**config.mk**
```make
export PLATFORM = sky130hd
export DESIGN_NAME = mkgc_ctrl
export DESIGN_NICKNAME = d
export VERILOG_FILES = /design/src/mkgc_pkg.sv /design/src/mkgc_ctrl.sv
export SDC_FILE = /design/constraint.sdc
export NUM_CORES = 1
export LEC_CHECK = 0
export BUFFER_PORTS_ARGS = -buffer_cell sky130_fd_sc_hd__buf_4
export CORE_AREA = 2 2 39 41
export CTS_BUF_LIST = sky130_fd_sc_hd__clkbuf_4 sky130_fd_sc_hd__clkbuf_8
export CTS_CLUSTER_SIZE = 14
export DETAILED_ROUTE_END_ITERATION = 10
export DIE_AREA = 0 0 41 43
export PLACE_DENSITY = 0.41
export SLEW_MARGIN = 40
export SYNTH_ARGS = -nofsm -noshare
export SYNTH_HDL_FRONTEND = slang
export SYNTH_SLANG_ARGS = --single-unit
```
**constraint.sdc**
```tcl
create_clock -name clk_i -period 1.65 [get_ports clk_i]
set_clock_uncertainty 0.15 [all_clocks]
set_input_delay 0.2475 -clock clk_i [delete_from_list [all_inputs] [get_ports clk_i]]
set_output_delay 0.2475 -clock clk_i [all_outputs]
set_load 0.005 [all_outputs]
```
**src/mkgc_pkg.sv**
```systemverilog
// shared types and constants of the masked key group count engine
`default_nettype none
package mkgc_pkg;

  localparam int unsigned GROUP_BITS_W     = 4;
  localparam logic [3:0]  GROUP_BITS_RESET = 4'd10;

  localparam logic [1:0] MODE_COUNT = 2'd0;
  localparam logic [1:0] MODE_READ  = 2'd1;
  localparam logic [1:0] MODE_CLEAR = 2'd2;

  typedef struct packed {
    logic [1:0]         mode;
    logic signed [31:0] key;
    logic [9:0]         group;
  } in_t;

  typedef struct packed {
    logic [31:0] count;
    logic [9:0]  group_index;
    logic        bad_key;
  } out_t;

  // controller to datapath
  typedef struct packed {
    logic load;   // latch a new beat
    logic rd;     // read the counter memory
    logic wb;     // update counter and form the result
    logic sweep;  // zero one memory entry
  } cmd_t;

  // datapath to controller
  typedef struct packed {
    logic is_clear;
    logic sweep_last;
  } sts_t;

endpackage
`default_nettype wire

```
**src/mkgc_ctrl.sv**
```systemverilog
// controller state machine of the masked key group count engine
`default_nettype none
module mkgc_ctrl (
  input  wire logic          clk_i,
  input  wire logic          rst_ni,
  input  wire logic          start_i,
  output logic               busy_o,
  output logic               done_o,
  output mkgc_pkg::cmd_t     cmd_o,
  input  wire mkgc_pkg::sts_t sts_i
);

  localparam logic [1:0] S_IDLE = 2'd0;
  localparam logic [1:0] S_RD   = 2'd1;
  localparam logic [1:0] S_WB   = 2'd2;
  localparam logic [1:0] S_CLR  = 2'd3;

  logic [1:0] state_q, state_d;
  logic       rep_q, rep_d;
  logic       done_q;
  logic       accept;

  assign busy_o = (state_q != S_IDLE);
  assign accept = start_i & ~busy_o;

  always_comb begin
    state_d = state_q;
    rep_d   = rep_q;
    case (state_q)
      S_IDLE: begin
        if (accept) state_d = S_RD;
      end
      S_RD: begin
        if (sts_i.is_clear) begin
          state_d = S_CLR;
          rep_d   = 1'b1;
        end else begin
          state_d = S_WB;
        end
      end
      S_WB: begin
        state_d = S_IDLE;
      end
      S_CLR: begin
        // sweep after reset ends silently, a clear beat reports at the end
        if (sts_i.sweep_last) begin
          state_d = rep_q ? S_WB : S_IDLE;
          rep_d   = 1'b0;
        end
      end
      default: begin
        state_d = S_IDLE;
      end
    endcase
  end

  always_comb begin
    cmd_o.load  = accept;
    cmd_o.rd    = (state_q == S_RD);
    cmd_o.wb    = (state_q == S_WB);
    cmd_o.sweep = (state_q == S_CLR);
  end

  always_ff @(posedge clk_i or negedge rst_ni) begin
    if (!rst_ni) begin
      state_q <= S_CLR;
      rep_q   <= 1'b0;
      done_q  <= 1'b0;
    end else begin
      state_q <= state_d;
      rep_q   <= rep_d;
      done_q  <= (state_q == S_WB);
    end
  end

  assign done_o = done_q;

endmodule
`default_nettype wire

```
==> results.toml <==
[outcome]
status = "complete, no violations"

[flow_run]
drv_cap = 0

[logic_synthesis]
synth_xor_xnor_area_share_pct = 0
synth.largest_area_cell = "dfstp_2"
synth_top_family_by_area = "simple AND/OR/NAND/NOR gates"
ys_ff_latch = 4
ys_seq_area_share_pct = 50.00
synth_nets = 25
synthSimpleGateAreaFrac_pct = 18.90
syn-instance-count = 20
synth_compound_area_share_pct = 13.41
syn_area_um2 = 205.2
yosys-mux-area-fraction_pct = 4.878
synth.distinct_cells = 14
synth_top_area_share_pct = 25.61
yosys.area_share.adder_pct = 0
yosysWarnings = 0
synth_area_leaders = "dfstp_2 26%, dfrtp_1 24%, nor2b_1 6.1%"
syn_area_per_cell_um2 = 10.26

[drt]
vias = 177
avgRoutedWirePerCell_um = 8.469
drc = 0
vias_per_cell = 3.612
drt-pass1-iter-count = 2
routed_wl_um = 415
drt_iter0_drc = 3
ant_nets = 0

[power_and_ir_drop]
power.leakage_nw = 0.1583
seqPwrFrac_pct = 35.9
vdd_ir_drop_max_mv = 0.7342
pwr-share-comb_pct = 39.1
intPower_mw = 0.4240
p_sw_share_pct = 30.32
finalPower_mw = 0.6085
power.density_mw_per_mm2 = 1892
p_switching_mw = 0.1845
p_clk_share_pct = 25.0

[grt]
grt_max_degree = 9
grt_overflow = 0
first_global_vias = 158
grt_pass1_wl_um = 586
grt_usage_pct = 5.645
antenna_found_initial = 0

[timing]
fmax_mhz = 647.1
post-route-period-util_pct = 93.66
setup_tns_ns = 0
final-hold-violation-count = 0
slew_headroom_pct = 87.86
worst_pin_slew_ns = 0.1821
report.final.setup_viol = 0
slew_violations = 0
fin_crit_ns = 1.545
rsz0062_at_grt = "no"

[cells_and_area]
utilization_pct = 23.24
nFillCells = 157
area_growth_pct = 56.71
nets = 39
antenna_cells = 0
drive_gt1_share_pct = 54.55

[setup_path]
cp.required_ns = 1.25
path_max_fanout = 7
max_stage_delay_ns = 0.57
crit_arrival_ns = 1.15
crit_path_top_delay_cell = "dfstp_2"
critPathKind = "flop to output pin"
path_cells = "nor2b_1 -> buf_4"
endpoint_kind = "output pin"
worst_setup_path_start_kind = "flop"

[clock_tree]
clockBufferDepth = 2
path_clk_slew_ns = 0.04
clkSinkCount = 4
ctsResizeCount = 0
cts_root_buf = "clkbuf_4"
cts_max_level = 1
numCtsBuffers = 3
postCtsSetupBuffers = 0
cts_tree = "built"
cts_hold_buffers = 1
clk_latency_ns = 0.24

[placement]
gp_congestion = 0.5497
dp_hpwl_um = 318.9
port_buffers = 10

[die]
dieArea_mm2 = 0.001763
start_util_pct = 14.83
ios = 11
rows = 14
die_height_um = 43
fp.dieW_um = 41
core_mm2 = 0.001384

[min_path]
hp-class = "input port to flop"
flip-flops by register name, indices dropped and copies added, names as in the netlist:
register and count:
state_q 2, rep_q 1, done_o 1
power by group through the flow:
stage	clock, mW	combinational (mW)	sequential (mW)
floorplan	0	0.164	0.195
global placement	0	0.241	0.217
detailed placement	0	0.241	0.219
CTS	0.162	0.243	0.219
global route	0.165	0.261	0.231
finish	0.152	0.238	0.218
layer usage:
layer  track usage (%)  routed length (um)
met1             6.840                 199
met2             5.313                 152
met3             3.141                  63
met4             8.000                   0
met5                 0                   0
through the flow:
step / hold WS (ns) / cells / setup WS, ns / instance area (um2)
detailed placement: -0.1055 / 44 / 0.3531 / 281.5
global placement: -0.1061 / 44 / 0.3491 / 281.5
finish: 0.06910 / 49 / 0.1047 / 321.6
CTS: 0.05276 / 49 / 0.08358 / 321.6
floorplan: -0.1981 / 20 / 0.3809 / 205.2
global route: 0.05818 / 49 / 0.04511 / 321.6
cells in the mapped netlist, drive strengths merged:
cell	n
mux2i	1
inv	2
nor2b	2
or2	1
dfstp	2
nor2	1
dfrtp	2
o22ai	1
o21a	1
o2bb2ai	1
nand2	3
buf	2
a21oi	1
worst max-delay path, delay by kind of cell, from the launching register on:
family	cells	cell delay (ns)
buf+inv	1	0.14
flops	1	0.57
simple gates	1	0.21
path summary, 6_finish.rpt:
check | from | to | slack [ns] | depth (start not counted)
worst max-delay path | state_q[1] | cmd_o[1] | 0.10 | 2
worst min-delay path | sts_i[0] | state_q[0] | 0.07 | 2
worst max register to register | state_q[0] | state_q[0] | 0.51 | 2
worst min register to register | state_q[0] | state_q[1] | 0.36 | 1
max in group asynchronous | rst_ni | state_q[1] | 0.97 | 2
min in group asynchronous | rst_ni | done_o | 0.18 | 2
kinds of logic after synthesis:
logic type | after synthesis
and+or+nand+nor | 7
AOI/OAI and AO/OA | 4
DFF | 4
buffers and inverters | 4
muxes | 1
placed cells by master, fill, tap and decap left out:
master         Yosys  routed
a21oi_1            1       1
buf_4              1      10
clkbuf_4           0       4
dfrtp_1            2       2
dfstp_2            2       2
dlygate4sd3_1      0       1
inv_1              2       2
mux2i_1            1       1
nand2_1            3       3
nor2_2             1       1
nor2b_1            2       2
o21a_1             1       1
o22ai_1            1       1
o2bb2ai_1          1       1
or2_4              1       1
final cells by class:
| type | instances | area [um2] | share of cell area (%) |
|---|---|---|---|
| Inverter | 2 | 7.507 | 2.335 |
| Tap cell | 16 | 20.02 | 6.226 |
| Multi-Input combinational cell | 12 | 76.32 | 23.74 |
| Sequential cell | 4 | 102.6 | 31.91 |
| Timing Repair Buffer | 11 | 85.08 | 26.46 |
| Clock buffer | 4 | 30.03 | 9.339 |
Power figures use the tool's default switching activity.
